`src/rtl/todm_isqrt.sv`:
```
// pipelined integer square root, one root bit per stage
`default_nettype none

module todm_isqrt #(
  parameter int IN_W = 40
) (
  input  wire logic              clk,
  input  wire logic              en,
  input  wire logic [IN_W-1:0]   din,
  output logic [IN_W/2-1:0]      root
);
  localparam int RW    = IN_W/2;
  localparam int REM_W = RW+3;

  logic [IN_W-1:0]  v_q    [RW];
  logic [REM_W-1:0] rem_q  [RW];
  logic [RW-1:0]    root_q [RW];

  for (genvar s = 0; s < RW; s++) begin : g_stage
    logic [IN_W-1:0]  v_in;
    logic [REM_W-1:0] rem_in;
    logic [RW-1:0]    root_in;
    logic [REM_W-1:0] rem_sh;
    logic [REM_W-1:0] trial;
    logic             ge;

    if (s == 0) begin : g_first
      assign v_in    = din;
      assign rem_in  = '0;
      assign root_in = '0;
    end else begin : g_next
      assign v_in    = v_q[s-1];
      assign rem_in  = rem_q[s-1];
      assign root_in = root_q[s-1];
    end

    assign rem_sh = {rem_in[REM_W-3:0], v_in[IN_W-1 -: 2]};
    assign trial  = REM_W'({root_in, 2'b01});
    assign ge     = (rem_sh >= trial);

    always_ff @(posedge clk) begin
      if (en) begin
        v_q[s]    <= {v_in[IN_W-3:0], 2'b00};
        rem_q[s]  <= ge ? rem_sh - trial : rem_sh;
        root_q[s] <= {root_in[RW-2:0], ge};
      end
    end
  end

  assign root = root_q[RW-1];
endmodule

`default_nettype wire

```
`config.mk`:
```
export PLATFORM = sky130hd
export DESIGN_NAME = todm_isqrt
export DESIGN_NICKNAME = d
export VERILOG_FILES = /design/src/rtl/todm_isqrt.sv
export SDC_FILE = /design/constraint.sdc
export NUM_CORES = 1
export LEC_CHECK = 0
export BUFFER_PORTS_ARGS = -buffer_cell sky130_fd_sc_hd__buf_2
export CORE_UTILIZATION = 63
export CTS_CLUSTER_SIZE = 40
export DETAILED_ROUTE_END_ITERATION = 7
export PLACE_DENSITY = 0.86
export SLEW_MARGIN = 20
export SYNTH_ARGS = -nofsm -noshare
export SYNTH_HDL_FRONTEND = slang
export SYNTH_SLANG_ARGS = --single-unit
```
`constraint.sdc`:
```
create_clock -name clk -period 3.5 [get_ports clk]
set_clock_uncertainty 0.1 [all_clocks]
set_input_delay 0.525 -clock clk [delete_from_list [all_inputs] [get_ports clk]]
set_output_delay 0.525 -clock clk [all_outputs]
set_load 0.01 [all_outputs]
```
==> metrics.txt <==
chip height 268.1 µm; maximum capacitance violations 0; wire length of the first global-routing pass 136.3 mm; Syn Inst Count 3383; First DRT Iteration DRCs 2408; Nets 3868; number of buffers created by CTS 94; class of the tightest hold or removal check in2reg; Overall Global Routing Usage 24.10%; number of buffers inserted by port buffering 61; detailed-routing iteration count for the pre-antenna-repair pass 6; Fmax achieved 295.3 MHz; CP top delay family compound AO/OA/AOI/OAI gates; number of setup violations in the final report 0; row cnt 97; routed length per placed instance 18.63 µm; routed via count divided by cell count 5.883; clock-pin slew on the worst setup and hold paths 0.06 ns; run status finished clean; number of synthesized flops with an enable pin 963; predominant post-synthesis flop cell edfxtp_1; arrival time reported for the critical path endpoint 3.71 ns; num ports 62; distinct cell type count after synthesis 87; part of the Yosys area used for sequential elements 64.82%; setup repair after global routing missed its margin false; Worst path max stage delay 0.58 ns; most common cell after layout, fill and taps aside edfxtp_1; hold violation total from the final report 0; cell leakage power 19.57 nW; Slew Limit Headroom 39.53%; Critical Path Start Type flip-flop; clock tree from TritonCTS yes; buffers from clock root to sink, at most 3; peak ir drop on the vdd network 555.8 µV; initial antenna violation count 0; flip-flop and latch count after synthesis 963; number of clock sinks seen by CTS 963; most frequent cells in the layout 963 x edfxtp_1, 293 x inv_1, 231 x ha_1; Mapped Nets 3656; Filler Cells Inserted 4317; vias after detailed routing 27150; worst hold margin 0.06044 ns; worst setup path class reg2reg; core box area 0.07003 mm²; clk_lat worst skew 0.68 ns; kind of end point of the critical path flip-flop; DRC Markers 0; count of nets left with antenna violations after detail routing 0; mean cell area of the mapped netlist 13.19 µm²; global route overflow 0; share of async-settable or async-resettable flops after synthesis 0%; post-detailed-placement half-perimeter wirelength 57.07 mm; Post-CTS Repair Setup Buffers 0; vias in the first global route 26880; gpl congestion 0.9168; Horiz. Die Dim 268.1 µm; final number of max-transition violations 0; Netlist Area Pre-Place 0.04461 mm²; worst path bufs/invs 0; cell with the biggest individual delay on the critical path o31ai_1; die outline area 0.07188 mm²; aggregate negative setup slack 0 ns; ratio of cells with drive above 1 in the final layout 10.01%; largest cells by area after synthesis edfxtp_1 65%, ha_1 6.5%, xnor2_1 3.2%; routed wire length 85.98 mm; Tmin final 3.386 ns; portion of synthesized cell area occupied by the leading cell type 64.82%; Power Dens Cells 613.1 mW/mm²; cell type with the highest occurrence count on the critical path o21a_1; growth of design area from synthesis to finish 12.53%; portion of the clock cycle consumed by the worst path in the final layout 96.75%; Synth warnings 0; Critical Path, Cell by Cell ha_1, nor2b_1, o31a_1, o31ai_1, a211oi_1, o21a_1, o21a_1, or3_1, a31o_2; data required time of the worst path 3.82 ns; maximum fanout count along the critical path 5; pin count of the biggest net entering global routing 97; clock tree root buffer cell clkbuf_16; slew at the pin with the worst max-slew slack 0.8975 ns; dominant cell type by area after synthesis edfxtp_1; antenna diode count 0; H-tree depth 3; starting density of the core 63.70%
[through the flow]
stage | area, µm² | power (mW) | std cells | setup WS [ns] | util (%)
after floorplan | 44610 | 18.78 | 3383 | 0.5199 | -
after CTS | 50170 | 30.82 | 4615 | 0.03533 | 71.65
final | 50200 | 30.78 | 4615 | 0.1139 | 71.68
after detailed placement | 46570 | 20.34 | 4401 | 0.1050 | 66.50
after global placement | 46570 | 20.11 | 4401 | 0.2019 | 66.50
after global routing | 50200 | 32.05 | 4615 | 0.01363 | 71.68
[path summary, 6_finish.rpt]
path                     startpoint                       to  slack, ns  cells after the start
max reg2reg  rem_q[14][0]$_DFFE_PP_  rem_q[15][14]$_DFFE_PP_       0.11                      9
min reg2reg   v_q[14][34]$_DFFE_PP_    v_q[15][36]$_DFFE_PP_       0.30                      0
min                         din[38]    rem_q[0][0]$_DFFE_PP_       0.06                      2
max          rem_q[14][0]$_DFFE_PP_  rem_q[15][14]$_DFFE_PP_       0.11                      9
[what timing repair did]
item                       4_1_cts  5_1_grt
gates resized for setup          0        7
hold buffers                    38        0
setup endpoints to repair        0       24
hold endpoints to repair        38        0
[final cells by class]
| type | count | area [µm²] | share of cell area [%] |
|---|---|---|---|
| timing repair buffer | 167 | 1394 | 2.777 |
| clock buffer | 104 | 2390 | 4.761 |
| multi-input combinational | 2076 | 14390 | 28.66 |
| tap | 940 | 1176 | 2.343 |
| sequential | 963 | 28920 | 57.61 |
| clock inverter | 72 | 835.8 | 1.665 |
| inverter | 293 | 1100 | 2.191 |
[state kept, by name (all words and copies together), names as in the netlist]
name,cells
rem_q,373
root_q,210
v_q,380
[report_power, final]
part           internal [mW]  switching (mW)
Sequential              14.4           0.794
Combinational           2.27            2.90
Clock                   6.02            4.43
[Yosys cell counts (6+ instances only)]
cell type / instances
edfxtp_1: 963
inv_1: 293
ha_1: 231
nand2_1: 223
nor2_1: 199
a21oi_1: 184
o21ai_0: 168
xnor2_1: 163
xor2_1: 126
nor3_1: 86
a21o_1: 82
nand3_1: 57
o21a_1: 47
nand2b_1: 44
nor4_1: 41
mux2_2: 36
nor2b_1: 36
clkbuf_1: 31
nand4_1: 27
or3_1: 25
a211oi_1: 24
a31oi_1: 20
and3_1: 20
or2_2: 15
and2_1: 14
o211ai_1: 14
o21bai_1: 13
o31ai_1: 13
or4_1: 13
buf_2: 12
a211o_1: 11
a21boi_0: 11
a31o_2: 9
nand4b_1: 8
o2111ai_1: 8
nand3b_1: 7
nor3b_1: 6
[kinds of logic (layout without fill, tap and decap cells)]
logic type,after synthesis,after routing,synth area share [%]
muxes,41,41,1.021
DFF,963,963,64.82
buffers and inverters,344,636,3.023
and+or+nand+nor,850,850,9.486
adders and majority gates,231,231,6.479
xor gates and xnor gates,289,289,5.674
AOI/OAI and AO/OA,664,664,9.486
other,1,1,0.008406
[layer usage]
| metal | wire length (µm) | up-vias | track usage [%] |
|---|---|---|---|
| met3 | 4389 | 214 | 3.271 |
| met2 | 44190 | 880 | 42.61 |
| met1 | 34280 | 13110 | 29.68 |
| met5 | 0 | - | 0 |
| met4 | 3115 | 0 | 10.32 |
| li1 | - | 12940 | - |
Note: power is estimated with default switching activity, not from simulation.
