[config.mk]
export PLATFORM = sky130hd
export DESIGN_NAME = todm_line_buf
export DESIGN_NICKNAME = d
export VERILOG_FILES = /design/src/rtl/todm_pkg.sv /design/src/rtl/todm_line_buf.sv
export SDC_FILE = /design/constraint.sdc
export NUM_CORES = 1
export LEC_CHECK = 0
export BUFFER_PORTS_ARGS = -buffer_cell sky130_fd_sc_hd__buf_2
export CELL_PAD_IN_SITES_DETAIL_PLACEMENT = 1
export CELL_PAD_IN_SITES_GLOBAL_PLACEMENT = 1
export CORE_UTILIZATION = 40
export CTS_BUF_LIST = sky130_fd_sc_hd__clkbuf_16
export CTS_CLUSTER_SIZE = 12
export DETAILED_ROUTE_END_ITERATION = 10
export PLACE_DENSITY_LB_ADDON = 0.1
export SLEW_MARGIN = 30
export SYNTH_ARGS = -nofsm -noshare
export SYNTH_HDL_FRONTEND = slang
export SYNTH_SLANG_ARGS = --single-unit
[constraint.sdc]
create_clock -name clk -period 9.8 [get_ports clk]
set_input_delay 2.94 -clock clk [delete_from_list [all_inputs] [get_ports clk]]
set_output_delay 2.94 -clock clk [all_outputs]
set_load 0.005 [all_outputs]
[src/rtl/todm_pkg.sv]
// shared types and constants of the obstacle distance map
`default_nettype none

package todm_pkg;

  localparam int MAX_WIDTH_DEF  = 1024;
  localparam int MAX_RADIUS_DEF = 8;

  localparam int CELL_W   = 8;
  localparam int DIST_W   = 16;
  localparam int WIDTH_W  = 11;
  localparam int HEIGHT_W = 16;
  localparam int RADIUS_W = 4;
  localparam int CSIZE_W  = 16;
  localparam int APB_AW   = 5;
  localparam int APB_DW   = 32;

  localparam logic signed [CELL_W-1:0] OCC_CODE = 8'sd100;

  localparam logic [WIDTH_W-1:0]  MAP_WIDTH_RST     = 11'd1024;
  localparam logic [HEIGHT_W-1:0] MAP_HEIGHT_RST    = 16'd1024;
  localparam logic [RADIUS_W-1:0] SEARCH_RADIUS_RST = 4'd8;
  localparam logic [CSIZE_W-1:0]  CELL_SIZE_RST     = 16'd3277;
  localparam logic [DIST_W-1:0]   MAX_DISTANCE_RST  = 16'd2048;

  typedef enum logic [2:0] {
    CFG_MAP_WIDTH     = 3'd0,
    CFG_MAP_HEIGHT    = 3'd1,
    CFG_SEARCH_RADIUS = 3'd2,
    CFG_CELL_SIZE     = 3'd3,
    CFG_MAX_DISTANCE  = 3'd4
  } cfg_reg_t;

  typedef struct packed {
    logic shift;
    logic advance;
  } cell_ctl_t;

endpackage

`default_nettype wire

[src/rtl/todm_line_buf.sv]
// one-bit line buffer that delays a window row by one map row
`default_nettype none

module todm_line_buf #(
  parameter int DEPTH = todm_pkg::MAX_WIDTH_DEF
) (
  input  wire logic                     clk,
  input  wire logic                     shift,
  input  wire logic [$clog2(DEPTH)-1:0] wr_addr,
  input  wire logic [$clog2(DEPTH)-1:0] rd_addr,
  input  wire logic                     din,
  output logic                          dout
);
  logic mem [DEPTH];

  // read prefetches the bit needed at the next shift
  always_ff @(posedge clk) begin
    if (shift) begin
      mem[wr_addr] <= din;
      dout <= (rd_addr == wr_addr) ? din : mem[rd_addr];
    end
  end
endmodule

`default_nettype wire

==> impl_results.md, run 1 <==
* Status: finished clean
* Final HPWL DP at approximately 77,000 um
* Slew margin rel. at 29.2%
* Layout cells sized above 1 at 18.2%
* RSZ-0062 raised after global routing: no
* Reg clk slew, reported paths at about 60 ps
* Clock Skews at 25.2 ps
* Worst setup endpoint: dout
* GP Congestion at between 0.8 and 0.9
* Final core utilization at 44.8%
* Core area at 111,000 um2
* Fillers at 10,900
* Overall Global Routing Usage at 25.2%
* Vias per inst at a little under 6
* Overflow after GRT at 0
* VDD IR-drop max at ~0.00014 V
* Cell count after synthesis at 3,094
* Cell Area, Synth at 44,600 um2
* Vias in the first global route at about 28,000
* Global-route track usage on met3 at between 3 and 4%
* Hold crit path type: reg -> reg
* CP arrival at 7010 ps
* Initial antenna violation count at 12
* Final hold vios at 0
* Worst Tran Pin Value at approximately 1000 ps
* Yosys Warn Count at 0
* Finish-stage setup viols at 0
* Largest net degree at the start of global routing at roughly 300
* Via count at 26,600
* Global routing usage on met2 at 41.7%
* Starting density of the core at 40.3%
* Synth-to-Final Area Change at 11.1%
* CP Max Fanout at 82
* Worst Setup End Kind: flop
* Hold_buf cts at 0
* FF+latch count, synth at 1,025
* Busiest grt layer: met2
* Final period utilization at 66.9%
* Worst-case reg-to-reg path depth at 7
* Die footprint at 113,000 um2
* Die width at 336 um
* GR Util met1 at 35.0%
* Setup TNS at 0 ps
* Async SR Flop Fraction at 0%
* Setup crit start kind: primary input
* Worst hold slack at around 1300 ps
* Drt drc at 0
* Most frequent cells in the layout: 1,035 x nor2_1, 1,025 x edfxtp_1, 234 x mux4_2
* Worst R2R Setup Slack at 6560 ps
* Area of the multi-input gates at 12,700 um2
* Post-cts resize count at 0
* Number of DRC markers in iteration 0 at about 2,700
* Sequential area share after synthesis at 69.0%
* Dominant synthesized flop cell: edfxtp_1
* Syn Area/Cell at around 14 um2
* Critical Path Source: rd_addr[1]
* Cell Pwr Density at 187 nW/um2
* Slowest CP cell: nor4b_1
* Min Tclk post-route at 6560 ps
* RR Startpoint: mem[422]
* Row count at 122
* CTS root buf: clkbuf_16
* LEAKAGE at ~15 nW
* Reg area at 30,800 um2
* FF-to-FF End: dout
* Critical path depth in cells at 9
* Critical path class: in -> reg
* CTS tree: done
* CP required at 10,250 ps
* CTS Buf Count at roughly 110
* Sink Count at just over 1,000
* WL/cell at 30.9 um
* CP delay by family, top: compound AO/OA/AOI/OAI gates
* DIE HEIGHT at around 340 um
* I/O pin count at 24
* Clock latency on the worst-skew pair at 700 ps
* Slew Viols, Final at 0
* CP Cell Sequence: buf_8 > buf_12 > mux4_2 > o21a_1 > nor4b_1 > o2111ai_1 > a21oi_1 > a211oi_1 > a211o_1
* Max-cap viol count at 0
* Post-CTS Setup Bufs at 0
* Total Nets Final at roughly 3,000
* Depth of the CTS H-tree at 3
* WL final at roughly 140,000 um
* DRT antenna net count at 0
* Pre-Repair DR Iteration Count at 5
* Post-synth EDFFs at 1,025
* CP max stage delay at roughly 900 ps
* Crit path buffers/inverters at 2
* Mapped Nets at 3,117
* Max Freq at roughly 150 MHz
* First-pass GRT wire length at 201,000 um
* CTS Buffer Depth at 3
* Post-synth cell types at 57
* Port Buffer Count at 23
* Commonest non-fill, non-tap cell in the layout: nor2_1
==> cell families (layout without fill, tap and decap cells) <==
logic type,after synthesis,after routing,share of synthesized area [%]
flip-flops,1025,1025,69.0
AO/OA/AOI/OAI,179,179,2.91
multiplexers,295,295,13.2
other,0,2,0
XOR/XNOR,10,10,0.196
AND/OR/NAND/NOR,1266,1266,11.5
buffers and inverters,319,301,3.18
==> worst min path at each step <==
stage,from,endpoint,depth (start not counted)
global placement,mem[54],dout,7
floorplan,mem[598],dout,7
finish,mem[52],dout,7
CTS,mem[52],dout,7
detailed placement,mem[52],dout,7
global route,mem[54],dout,7
==> area by class of cell <==
cell class / instances / share of cell area (%)
sequential: 1025 / 62.1
multi-input combinational: 1750 / 25.6
clock buffer: 116 / 5.86
tap: 1488 / 3.76
timing repair buffer: 92 / 1.64
clock inverter: 87 / 0.982
inverter: 6 / 0.0454
antenna: 2 / 0.0101
==> sequential cells by signal (all words and copies together) (netlist names) <==
name / flops
dout: 1
mem: 1024
==> cell usage after synthesis (19+ instances only) <==
master | n | share of area (%)
nor3_1 | 20 | 0.22
edfxtp_1 | 1025 | 69
clkbuf_1 | 189 | 1.6
a22oi_1 | 54 | 0.91
mux2i_1 | 53 | 1.2
nor2_1 | 1037 | 8.7
mux4_2 | 234 | 12
nand2_1 | 74 | 0.62
nor2b_1 | 21 | 0.29
nand3_1 | 41 | 0.46
a21oi_1 | 21 | 0.24
o22ai_1 | 19 | 0.27
buf_1 | 61 | 0.51
buf_2 | 30 | 0.34
==> where the power goes <==
part | internal (mW) | switching, mW
combinational | 0.154 | 0.341
sequential | 4.83 | 0.00188
clock | 2.22 | 1.74
total | 7.20 | 2.08
==> per-layer routing <==
layer | routed length (um) | share of wire [%]
met3 | 7860 | 5.6
met5 | 22 | 0.016
met1 | 61300 | 44
met4 | 3620 | 2.6
met2 | 68200 | 48
==> tightest hold or removal path, delay by kind of cell (launching register included) <==
| family | cells | cell delay (ps) |
|---|---|---|
| mux | 1 | 220 |
| simple gates | 1 | 90 |
| compound gates | 5 | 570 |
| flops | 1 | 320 |
==> through the flow <==
stage	area (um2)	worst slack [ps]	total power [mW]	std cells
6_report	49600	3240	9.28	4566
3_3_place_gp	46000	2540	5.41	4356
4_1_cts	49500	3220	9.35	4561
5_1_grt	49600	3100	9.51	4565
2_1_floorplan	44600	4460	5.19	3094
3_5_place_dp	46100	2480	5.41	4358
No activity file was read; power rests on OpenSTA's default activity.
==> run 2, diff against run 1 <==
Clock period 9.8 ns to 6.04 ns, I/O delays scaled along.
==> run 2 against run 1 <==
Worst hold slack improved by 99 ps. Largest cell class unchanged. Worst setup slack got worse by 2000 ps. Non-clock buffer count rose by 70. Final area rose by 1.0%. Die area did not move.
==> impl_results.md, run 2 (synthesis gave the netlist of run 1 again) <==
* Finish-stage setup viols at 0 (unchanged)
* CTS Buffer Depth at 3 (unchanged)
* Setup crit start kind: primary input
* Number of DRC markers in iteration 0 at 2,797 (+4.7%)
* Depth of the CTS H-tree at 3 (unchanged)
* Via count at 27,000 (+1.7%)
* RSZ-0062 raised after global routing: no
* First-pass GRT wire length at 204,000 um (+1.5%)
* Clock Skews at 17.9 ps (-7.28 ps)
* DIE HEIGHT at 336 um (unchanged)
* GP Congestion at 0.788 (-1.7%)
* CP required at 6610 ps (-3640 ps)
* Fillers at 11,000 (+0.88%)
* FF-to-FF End: dout
* CTS tree: done
* Hold_buf cts at 0 (unchanged)
* Worst R2R Setup Slack at 2630 ps (-3930 ps)
* Area of the multi-input gates at 12,600 um2 (-0.85%)
* Min-delay src: mem[90]
* Core area at 111,000 um2 (unchanged)
* Die footprint at 113,000 um2 (unchanged)
* Number of flip-flops in the largest register at 1,024 (unchanged)
* Setup TNS at 0 ps (unchanged)
* Cell area after layout at 50,100 um2 (+1.0%)
* Worst-case reg-to-reg path depth at 8 (+1)
* Port Buffer Count at 23 (unchanged)
* CTS root buf: clkbuf_16
* Biggest regs: mem: 1024 flops, dout: 1 flops
* Pre-Repair DR Iteration Count at 5 (unchanged)
* Die width at 336 um (unchanged)
* Sink Count at 1,025 (unchanged)
* LEAKAGE at 14.9 nW (+2.2%)
* Slew margin rel. at 33.4% (+4.3 points)
* Total Nets Final at 3,082 (+2.3%)
* Clock latency on the worst-skew pair at 720 ps (+20 ps)
* Reg area at 30,800 um2 (unchanged)
* WL final at 144,000 um (+1.8%)
* Min Tclk post-route at 4760 ps
* Post-cts resize count at 0 (unchanged)
* Max-cap viol count at 0 (unchanged)
* VDD IR-drop max at 0.000195 V (+42%)
* Overflow after GRT at 0 (unchanged)
* Drt drc at 0 (unchanged)
* CP arrival at 5330 ps (-1680 ps)
* DRT antenna net count at 0 (unchanged)
* RR Startpoint: mem[1023]
* CTS Buf Count at 114 (unchanged)
* Final hold vios at 0 (unchanged)
* CP Max Fanout at 18 (-78%)
* Placed Area at 46,600 um2 (+1.2%)
* Cell Pwr Density at 303 nW/um2 (+62%)
* Synth-to-Final Area Change at 12.3%
* Commonest non-fill, non-tap cell in the layout: nor2_1
* Hold crit path type: reg -> reg
* Row count at 122 (unchanged)
* Vias in the first global route at 28,100 (+0.29%)
* Layout cells sized above 1 at 19.0% (+0.84 points)
* Worst Setup End Kind: flop
* Max Freq at 210 MHz
* Status: finished clean
* Starting density of the core at 40.3% (unchanged)
* Worst Tran Pin Value at 995 ps (-52.9 ps)
* Final period utilization at around four fifths
* WL/cell at 30.9 um (+0.17%)
* Worst Hold End: dout
* Final HPWL DP at 81,400 um (+5.7%)
* Largest net degree at the start of global routing at 191 (-37%)
* Largest Register: mem
* Hold path depth at 7 (unchanged)
* Most frequent cells in the layout: 1,036 x nor2_1, 1,025 x edfxtp_1, 234 x mux4_2
* Initial antenna violation count at 11 (-1)
* Vias per inst at 5.82 (+0.11%)
* Overall Global Routing Usage at 25.7% (+0.43 points)
* I/O pin count at 24 (unchanged)
* Slew Viols, Final at 0 (unchanged)
* Post-CTS Setup Bufs at 0 (unchanged)
* Critical path class: in -> reg
* Reg clk slew, reported paths at 60 ps (about the same)
-- run 2: worst max path at each step --
stage                     slack, ps  endpoint        from  cells after the start
after floorplan                1830      dout  rd_addr[1]                     12
after global placement          520      dout  rd_addr[4]                     10
after detailed placement        570      dout  rd_addr[4]                     10
after CTS                      1310      dout  rd_addr[4]                     10
after global routing           1180      dout  rd_addr[0]                      9
final                          1280      dout  rd_addr[4]                     10
-- run 2: cell type report --
| cell class | instances | share of cell area, % |
|---|---|---|
| diodes | 2 | 0.0100 |
| clock buffers | 115 | 5.75 |
| clock inverters | 92 | 1.10 |
| inverters | 6 | 0.0450 |
| multi-input cells | 1750 | 25.1 |
| flip-flops and latches | 1025 | 61.5 |
| well taps | 1488 | 3.72 |
| repair buffers | 162 | 2.75 |
-- run 2: per-layer routing --
metal | GRT usage (%) | wire, um | vias up
li1 | - | - | 11300
met1 | 35.6 | 62000 | 14600
met2 | 42.0 | 69000 | 880
met3 | 4.00 | 8930 | 188
met4 | 7.11 | 3600 | 2
met5 | 0 | 11 | -
-- run 2: worst max-delay path, cell delays in order --
cell and delay [ps]:
buf_2 490, nor2b_4 580, buf_4 420, a22oi_1 190
a31oi_1 420, nand3_1 130, o211ai_1 450, nand3b_1 260
a211oi_1 350, a211o_1 170
-- run 2: report_power, final --
group	leakage [nW]	switching [mW]	internal (mW)
clock network	1.81	2.87	3.64
logic	3.83	0.562	0.270
registers	9.21	0.00235	7.83
total	14.9	3.43	11.7
-- run 2: per-stage QoR --
stage / utilization (%) / worst slack (ps) / total power, mW / std cells / hold WS [ps]
6_report: 45.2 / 1280 / 15.2 / 4640 / 1390
5_1_grt: 45.2 / 1180 / 15.6 / 4639 / 1470
4_1_cts: 45.2 / 1310 / 15.3 / 4638 / 1400
3_5_place_dp: 42.1 / 574 / 8.82 / 4431 / 1370
3_3_place_gp: 42.1 / 517 / 8.80 / 4431 / 1340
2_1_floorplan: - / 1830 / 8.43 / 3094 / 1080
