`src/rtl/todm_pkg.sv`:
```
// shared types and constants of the obstacle distance map
`default_nettype none

package todm_pkg;

  localparam int MAX_WIDTH_DEF  = 1024;
  localparam int MAX_RADIUS_DEF = 8;

  localparam int CELL_W   = 8;
  localparam int DIST_W   = 16;
  localparam int WIDTH_W  = 11;
  localparam int HEIGHT_W = 16;
  localparam int RADIUS_W = 4;
  localparam int CSIZE_W  = 16;
  localparam int APB_AW   = 5;
  localparam int APB_DW   = 32;

  localparam logic signed [CELL_W-1:0] OCC_CODE = 8'sd100;

  localparam logic [WIDTH_W-1:0]  MAP_WIDTH_RST     = 11'd1024;
  localparam logic [HEIGHT_W-1:0] MAP_HEIGHT_RST    = 16'd1024;
  localparam logic [RADIUS_W-1:0] SEARCH_RADIUS_RST = 4'd8;
  localparam logic [CSIZE_W-1:0]  CELL_SIZE_RST     = 16'd3277;
  localparam logic [DIST_W-1:0]   MAX_DISTANCE_RST  = 16'd2048;

  typedef enum logic [2:0] {
    CFG_MAP_WIDTH     = 3'd0,
    CFG_MAP_HEIGHT    = 3'd1,
    CFG_SEARCH_RADIUS = 3'd2,
    CFG_CELL_SIZE     = 3'd3,
    CFG_MAX_DISTANCE  = 3'd4
  } cfg_reg_t;

  typedef struct packed {
    logic shift;
    logic advance;
  } cell_ctl_t;

endpackage

`default_nettype wire

```
`src/rtl/todm_row_cell.sv`:
```
// one window row: shift register and nearest-column search
`default_nettype none

module todm_row_cell #(
  parameter int MAX_RADIUS = todm_pkg::MAX_RADIUS_DEF
) (
  input  wire logic                                               clk,
  input  wire logic                                               rst,
  input  wire todm_pkg::cell_ctl_t                                ctl,
  input  wire logic                                               bit_in,
  input  wire logic [2*MAX_RADIUS:0]                              col_mask,
  input  wire logic                                               row_en,
  input  wire logic [$clog2(MAX_RADIUS+1)-1:0]                    radius,
  input  wire logic [$clog2(2*MAX_RADIUS*MAX_RADIUS+1)-1:0]       dr_sq,
  output logic                                                    found,
  output logic [$clog2(2*MAX_RADIUS*MAX_RADIUS+1)-1:0]            d2
);
  import todm_pkg::*;

  localparam int N     = 2*MAX_RADIUS+1;
  localparam int IDX_W = $clog2(N);
  localparam int RAD_W = $clog2(MAX_RADIUS+1);
  localparam int D2_W  = $clog2(2*MAX_RADIUS*MAX_RADIUS+1);

  logic [N-1:0]          win;
  logic [N-1:0]          masked;
  logic [MAX_RADIUS:0]   hit;
  logic [RAD_W-1:0]      best_t;
  logic                  found_c;
  logic [D2_W-1:0]       d2_c;

  always_ff @(posedge clk) begin
    if (rst) begin
      win <= '0;
    end else if (ctl.shift) begin
      win <= {win[N-2:0], bit_in};
    end
  end

  // hit[t]: an obstacle lies t columns left or right of the center
  always_comb begin
    masked = win & col_mask & {N{row_en}};
    for (int t = 0; t <= MAX_RADIUS; t++) begin
      if (32'(radius) >= t) begin
        hit[t] = masked[IDX_W'(32'(radius) - t)] | masked[IDX_W'(32'(radius) + t)];
      end else begin
        hit[t] = 1'b0;
      end
    end
    best_t = '0;
    for (int t = MAX_RADIUS; t >= 0; t--) begin
      if (hit[t]) begin
        best_t = RAD_W'(t);
      end
    end
    found_c = |hit;
    d2_c = dr_sq + D2_W'(best_t) * D2_W'(best_t);
  end

  always_ff @(posedge clk) begin
    if (ctl.advance) begin
      found <= found_c;
      d2 <= d2_c;
    end
  end
endmodule

`default_nettype wire

```
`config.mk`:
```
export PLATFORM = sky130hd
export DESIGN_NAME = todm_row_cell
export DESIGN_NICKNAME = d
export VERILOG_FILES = /design/src/rtl/todm_pkg.sv /design/src/rtl/todm_row_cell.sv
export SDC_FILE = /design/constraint.sdc
export NUM_CORES = 1
export LEC_CHECK = 0
export CORE_AREA = 8 8 103 105
export CTS_BUF_LIST = sky130_fd_sc_hd__clkbuf_8
export CTS_CLUSTER_SIZE = 24
export DETAILED_ROUTE_END_ITERATION = 6
export DIE_AREA = 0 0 111 113
export DONT_BUFFER_PORTS = 1
export HOLD_SLACK_MARGIN = 0.03
export PLACE_DENSITY = 0.55
export SLEW_MARGIN = 20
export SYNTH_ARGS = -nofsm -noshare
export SYNTH_HDL_FRONTEND = slang
export SYNTH_SLANG_ARGS = --single-unit
```
`constraint.sdc`:
```
create_clock -name clk -period 10.2 [get_ports clk]
set_input_delay 0.51 -clock clk [delete_from_list [all_inputs] [get_ports clk]]
set_output_delay 0.51 -clock clk [all_outputs]
set_load 0.02 [all_outputs]
```
==> metrics.md, run 1 <==
| Metric | Value |
|---|---|
| CTS root buffer | clkbuf_8 |
| Synth Net Count | 466 |
| DRC | 0 |
| Crit path largest cell delay | 0.61 ns |
| CTS Hold Bufs | 0 |
| I/O pins | between 40 and 50 |
| Area grow syn2layout | 0.570% |
| Share of layout cells above drive strength 1 | 12.9% |
| Peak supply drop | 57.9 uV |
| Fin nets | around 440 |
| DP HPWL | between 7000 and 8000 um |
| Initial core utilization | 39.1% |
| FF-to-FF setup slack | between 5 and 6 ns |
| Final Instance Count excl. Fillers | 490 |
| Post-CTS Resized | 0 |
| EDFF count, synth | 9 |
| DP Cell Count | 486 |
| Chip height | approximately 110 um |
| DR vias | 3062 |
| Drt pass-1 iters | 5 |
| Pwr per Cell Area | around 91 mW/mm^2 |
| Max-slew headroom | approximately 50% |
| Post-synthesis average cell area | between 8 and 9 um^2 |
| Total gr overflow | 0 |
| Worst Skew | 0.00524 ns |
| Register area share after synthesis | 17.4% |
| Yosys warnings | 0 |
| Total track usage | 15.1% |
| Pleak | roughly 1.3 nW |
| Global-route wire length before repair | approximately 16000 um |
| Final Hold Fails | 0 |
| Startpoint type of the worst setup path | input pin |
| #FFs+latches synth | 26 |
| Req. time, crit path | 10.24 ns |
| Final setup fails | 0 |
| H-tree levels | 1 |
| Drt via density | 6.25 |
| Post-CTS Setup Repair Bufs | 0 |
| Worst-case reg-to-reg path depth | 16 |
| Clock edge transition at the registers on the reported setup and hold paths | 0.10 ns |
| Hold_sp | rst |
| Critical path class | in2reg |
| CP endpoint kind | flip-flop |
| Worst path slowest cell | mux4_2 |
| Die W | 111 um |
| RSZ-0062 raised after global routing | false |
| Outcome | finished, final reports clean |
| Commonest cells after routing, fill and taps aside | nand2_1, nor2_1, ha_1 |
| Gp weighted congestion | 0.875 |
| Routed length per instance | 19.8 um |
| Total core area | 0.00898 mm^2 |
| Yosys cell types | 84 |
| Site row count | 35 |
| CTS max path bufs | 2 |
| CP max FO | 22 |
| # port buffers | 0 |
| ANT cells | 0 |
| Die area | 0.0125 mm^2 |
| CTS buffer count | 3 |
| Post-Syn Instances | around 400 |
| Worst-path cell chain | inv_1 -> ha_1 -> inv_1 -> mux4_2 -> o22ai_1 -> a211o_2 -> a21bo_2 -> nor3b_1 -> and2_1 -> fa_1 -> ha_1 -> a21oi_1 -> nor2_1 -> nor2_1 -> o21bai_1 -> a21oi_1 -> xnor2_1 |
| Final Max Slew Viols | 0 |
| Initial antenna violation count | 0 |
| Least-Margin Pin Slew | 0.736 ns |
| Hold Path Stages | 1 |
| Clk sink count | 26 |
| CTS tree | built |
| Crit Reg-Reg Endpoint | d2[7] |
| DRT iter0 DRCs | 189 |
| Maximum clock frequency | 206 MHz |
| Main area contributors after synthesis | dfxtp_1, ha_1, mux4_2 |
| Synthesized area | 0.00351 mm^2 |
| Fin crit share | 47.5% |
| Largest net degree at the start of global routing | 41 |
| WL final | approximately 9700 um |
| Min Clock Period, post-route | 4.85 ns |
| Vias in the first global route | 3078 |
| Arrival @ worst endpoint | around 4.9 ns |
| Reg-to-reg critical path startpoint | win[8] |
| Dominant synthesized flop cell | dfxtp_1 |
| Clock latency on the worst-skew pair | ~0.28 ns |
| Setup TNS | 0 ns |
| Max Cap Viol | 0 |
| Min-Delay Endpoint | win[15] |
| Post-synth top area share | 9.69% |
| Commonest non-fill, non-tap cell in the layout | nand2_1 |
| Synth area leader | dfxtp_1 |
| Routed Antenna Nets | 0 |
| Class of the worst hold path | in2reg |
| Asr flop ratio synth | 0% |
| Fill count | 900 |
[kinds of logic after synthesis]
| family | count (synthesis) | synth area share, % |
|---|---|---|
| AND/OR/NAND/NOR | 145 | 21.0 |
| AO/OA/AOI/OAI | 102 | 22.4 |
| buffers and inverters | 43 | 7.12 |
| multiplexers | 39 | 16.7 |
| adder cells (fa/ha/maj) | 29 | 11.0 |
| flip-flops | 26 | 17.4 |
| XOR/XNOR | 16 | 4.20 |
| other | 2 | 0.214 |
[synthesized netlist by cell type, drive strengths merged, types with 3 or more instances]
library cell  count
xnor2            13
mux4             15
buf              14
nand3b            6
o2111ai           3
edfxtp            9
o31ai             3
a221oi            3
nand3            15
inv              16
dfxtp            17
mux2i            24
ha               26
nor3              5
nand4             7
o22a              7
nand4b            4
nor2             31
nor3b             3
xor2              3
clkbuf           13
and2              5
o21ai            16
a21boi            4
fa                3
a211oi            3
nand2b            4
and3              4
nand2            51
o22ai            15
a21oi            20
a31oi             4
o21bai            3
[area by class of cell]
class                           instances  area [um^2]  share of cell area (%)
Clock inverter                          1         30.0                   0.850
Sequential cell                        26          611                    17.3
Multi-Input combinational cell        333         2650                    75.1
Clock buffer                            3         41.3                    1.17
Inverter                               16         60.1                    1.70
Tap cell                              111          139                    3.93
[layer usage]
| layer | share of wire, % | vias to the layer above | track usage (%) |
|---|---|---|---|
| met1 | 43 | 1464 | 17.6 |
| met5 | 0 | - | 0 |
| li1 | - | 1465 | - |
| met2 | 48 | 116 | 25.8 |
| met4 | 1.8 | 0 | 5.05 |
| met3 | 8.0 | 17 | 4.44 |
[flip-flops by register name, indices dropped and copies added (netlist names)]
register	count
d2	8
found	1
win	17
[worst max-delay path, delay by kind of cell]
| family | cells | cell delay, ns |
|---|---|---|
| multiplexers | 1 | 0.61 |
| adder cells (fa/ha/maj) | 3 | 1.18 |
| AO/OA/AOI/OAI | 6 | 0.97 |
| AND/OR/NAND/NOR | 4 | 0.78 |
| XOR/XNOR | 1 | 0.08 |
| buffers and inverters | 2 | 0.73 |
[how the worst max path moves through the flow]
stage,startpoint,end,cells past startpoint
after detailed placement,radius[1],d2[7],17
final,radius[1],d2[7],17
after floorplan,radius[2],d2[7],20
after CTS,radius[1],d2[7],17
after global placement,radius[1],d2[7],17
after global routing,radius[1],d2[7],17
[metrics by stage]
step                hold WS, ns  util, %  cell area [um^2]  worst slack, ns  power (mW)
global placement          0.510     38.6              3460             5.12       0.234
detailed placement        0.523     38.6              3460             5.08       0.235
global route              0.275     39.3              3530             5.02       0.338
floorplan                 0.483        -              3510             5.17       0.227
finish                    0.284     39.3              3530             5.35       0.321
CTS                       0.282     39.3              3530             5.38       0.323
[power by group]
group	switching (mW)	internal [mW]	total [mW]	leakage, nW
Sequential	0.0119	0.118	0.130	0.225
Clock	0.0351	0.0526	0.0877	0.0357
Combinational	0.0580	0.0447	0.103	1.05
Total	0.105	0.216	0.321	1.31
(Power assumes the default switching activity.)
==> run 2: changes to the inputs <==
Clock period 10.2 ns to 4.8 ns, I/O delays scaled along.
==> run 2 against run 1 <==
Die area unchanged. Non-clock buffer count up 7. Clock power rose by 110%. Global-route usage hardly changed. Sequential power grew 110%. Register-to-register slack got worse by 5.3 ns. Setup slack worse by 4.9 ns. First-iteration DRC count is 10% lower. Critical path depth did not move. Critical endpoint unchanged. Largest cell class unchanged.
==> metrics.md, run 2 (synthesis results as in run 1) <==
| Metric | Value |
|---|---|
| Site row count | 35 (unchanged) |
| Pleak | 1.35 nW (+2.6%) |
| DRC | 0 (unchanged) |
| Max-slew headroom | 52.9% (+2.3 points) |
| Final Hold Fails | 0 (unchanged) |
| CTS buffer count | 3 (unchanged) |
| H-tree levels | 1 (unchanged) |
| Drt via density | 6.21 (-0.70%) |
| CP max FO | 22 (unchanged) |
| Pwr per Cell Area | 191 mW/mm^2 (+110%) |
| I/O pins | 44 (unchanged) |
| ANT cells | 0 (unchanged) |
| Clock edge transition at the registers on the reported setup and hold paths | 0.09 ns (about the same) |
| Max Cap Viol | 0 (unchanged) |
| CP endpoint kind | flip-flop |
| Min Clock Period, post-route | 4.31 ns |
| Req. time, crit path | 4.83 ns (-5.41 ns) |
| Fill count | 890 (-1.1%) |
| CTS tree | built |
| Critical path class | in2reg |
| Post-layout util | 40.0% (+0.61 points) |
| Vias in the first global route | 3042 (-1.2%) |
| # port buffers | 0 (unchanged) |
| Clock latency on the worst-skew pair | 0.27 ns (about the same) |
| Class of the worst hold path | in2reg |
| Initial core utilization | 39.1% (unchanged) |
| Final Max Slew Viols | 0 (unchanged) |
| Initial antenna violation count | 0 (unchanged) |
| DP HPWL | 7710 um (+0.39%) |
| Multi-input logic area | 0.00265 mm^2 (unchanged) |
| Hold_ws | 0.0745 ns (-0.210 ns) |
| WL final | 9610 um (-1.0%) |
| CTS root buffer | clkbuf_8 |
| Routed Antenna Nets | 0 (unchanged) |
| Total core area | 0.00898 mm^2 (unchanged) |
| Post-CTS Resized | 0 (unchanged) |
| Arrival @ worst endpoint | 4.34 ns (-0.55 ns) |
| Routed length per instance | 19.3 um (-2.4%) |
| Fin nets | 451 (+1.6%) |
| DR vias | 3084 (+0.72%) |
| Fin crit share | 89.8% |
| Startpoint type of the worst setup path | input pin |
| Least-Margin Pin Slew | 0.700 ns (-0.0358 ns) |
| Setup TNS | 0 ns (unchanged) |
| Clk sink count | 26 (unchanged) |
| RSZ-0062 raised after global routing | false |
| Int Pwr | 0.465 mW (+120%) |
| Final setup fails | 0 (unchanged) |
| Commonest non-fill, non-tap cell in the layout | nand2_1 |
| Gp weighted congestion | 0.860 (-1.7%) |
| Sw Pwr | 0.222 mW (+110%) |
| CTS max path bufs | 2 (unchanged) |
| Outcome | finished, final reports clean |
| Total track usage | 15.1% (+0.022 points) |
| Reg area | 611 um^2 (unchanged) |
| CTS Hold Bufs | 1 (+1) |
| Combinational share of power | 33.0% (+1.0 points) |
| Post-CTS Setup Repair Bufs | 0 (unchanged) |
| Total gr overflow | 0 (unchanged) |
| Commonest cells after routing, fill and taps aside | nand2_1, nor2_1, ha_1 |
| Largest register FFs | 17 (unchanged) |
| Switching Share | 32.3% (-0.42 points) |
| Peak supply drop | 121 uV (+110%) |
| Drt pass-1 iters | 5 (unchanged) |
| Die W | 111 um (unchanged) |
| Worst Skew | 0.00673 ns (+0.00149 ns) |
| Die area | 0.0125 mm^2 (unchanged) |
| Share of layout cells above drive strength 1 | 14.2% (+1.3 points) |
| Area grow syn2layout | 2.14% |
| Clock power share | 26.7% (-0.6 points) |
| Maximum clock frequency | 232 MHz |
| DRT iter0 DRCs | 170 (-10%) |
| Global-route wire length before repair | 16000 um (+1.0%) |
| Largest net degree at the start of global routing | 41 (unchanged) |
| Register share of total power | 40.3% (-0.3 points) |
| Chip height | 113 um (unchanged) |
| Top Registers | win (17), d2 (8), found (1) |
| Top reg by flops | win |
[run 2: cell types whose count changed in the layout (fill, tap and decap cells not counted)]
cell           previous run  this run
buf_4                     0         6
dlygate4sd3_1             0         1
[run 2: routing by layer]
layer  GRT usage [%]  vias to the layer above  routed length (um)
met3            4.39                        6                 809
li1                -                     1487                   -
met2            25.4                      115                4590
met4            3.15                        0                  91
met5               0                        -                   0
met1            18.6                     1476                4120
[run 2: cell type report]
type                            count  share of cell area (%)
Clock inverter                      1                   0.837
Tap cell                          111                    3.87
Sequential cell                    26                    17.0
Inverter                           16                    1.67
Clock buffer                        3                    1.15
Multi-Input combinational cell    333                    73.9
Timing Repair Buffer                7                    1.53
[run 2: path summary, 6_finish.rpt]
check | cells after the start | end | startpoint | slack [ns]
setup reg to reg | 16 | d2[7] | win[8] | 0.66
setup / recovery | 17 | d2[7] | radius[1] | 0.49
hold reg to reg | 2 | win[2] | win[2] | 0.54
hold / removal | 0 | found | ctl[0] | 0.07
[run 2: worst max-delay path, stage by stage]
cell	delay, ns
inv_1	0.15
ha_1	0.27
ha_1	0.47
mux4_2	0.54
a32o_1	0.28
a31oi_2	0.26
o21ai_0	0.18
o211ai_2	0.23
and4b_1	0.25
fa_1	0.43
ha_1	0.35
a21oi_1	0.14
nor2_1	0.06
nor2_1	0.15
o21bai_1	0.09
a21oi_1	0.18
xnor2_1	0.08
[run 2: power groups by stage]
stage	logic (mW)	registers, mW	clock network (mW)
6_report	0.227	0.277	0.183
5_1_grt	0.254	0.279	0.196
4_1_cts	0.227	0.278	0.188
3_5_place_dp	0.223	0.284	0
3_3_place_gp	0.223	0.284	0
2_1_floorplan	0.203	0.280	0
[run 2: stage by stage]
stage	setup slack, ns	area (um^2)	instances	total power, mW
floorplan	0.0354	3510	402	0.483
global placement	0.280	3510	492	0.506
detailed placement	0.192	3510	492	0.506
CTS	0.491	3590	497	0.693
global route	0.107	3590	497	0.729
finish	0.490	3590	497	0.687
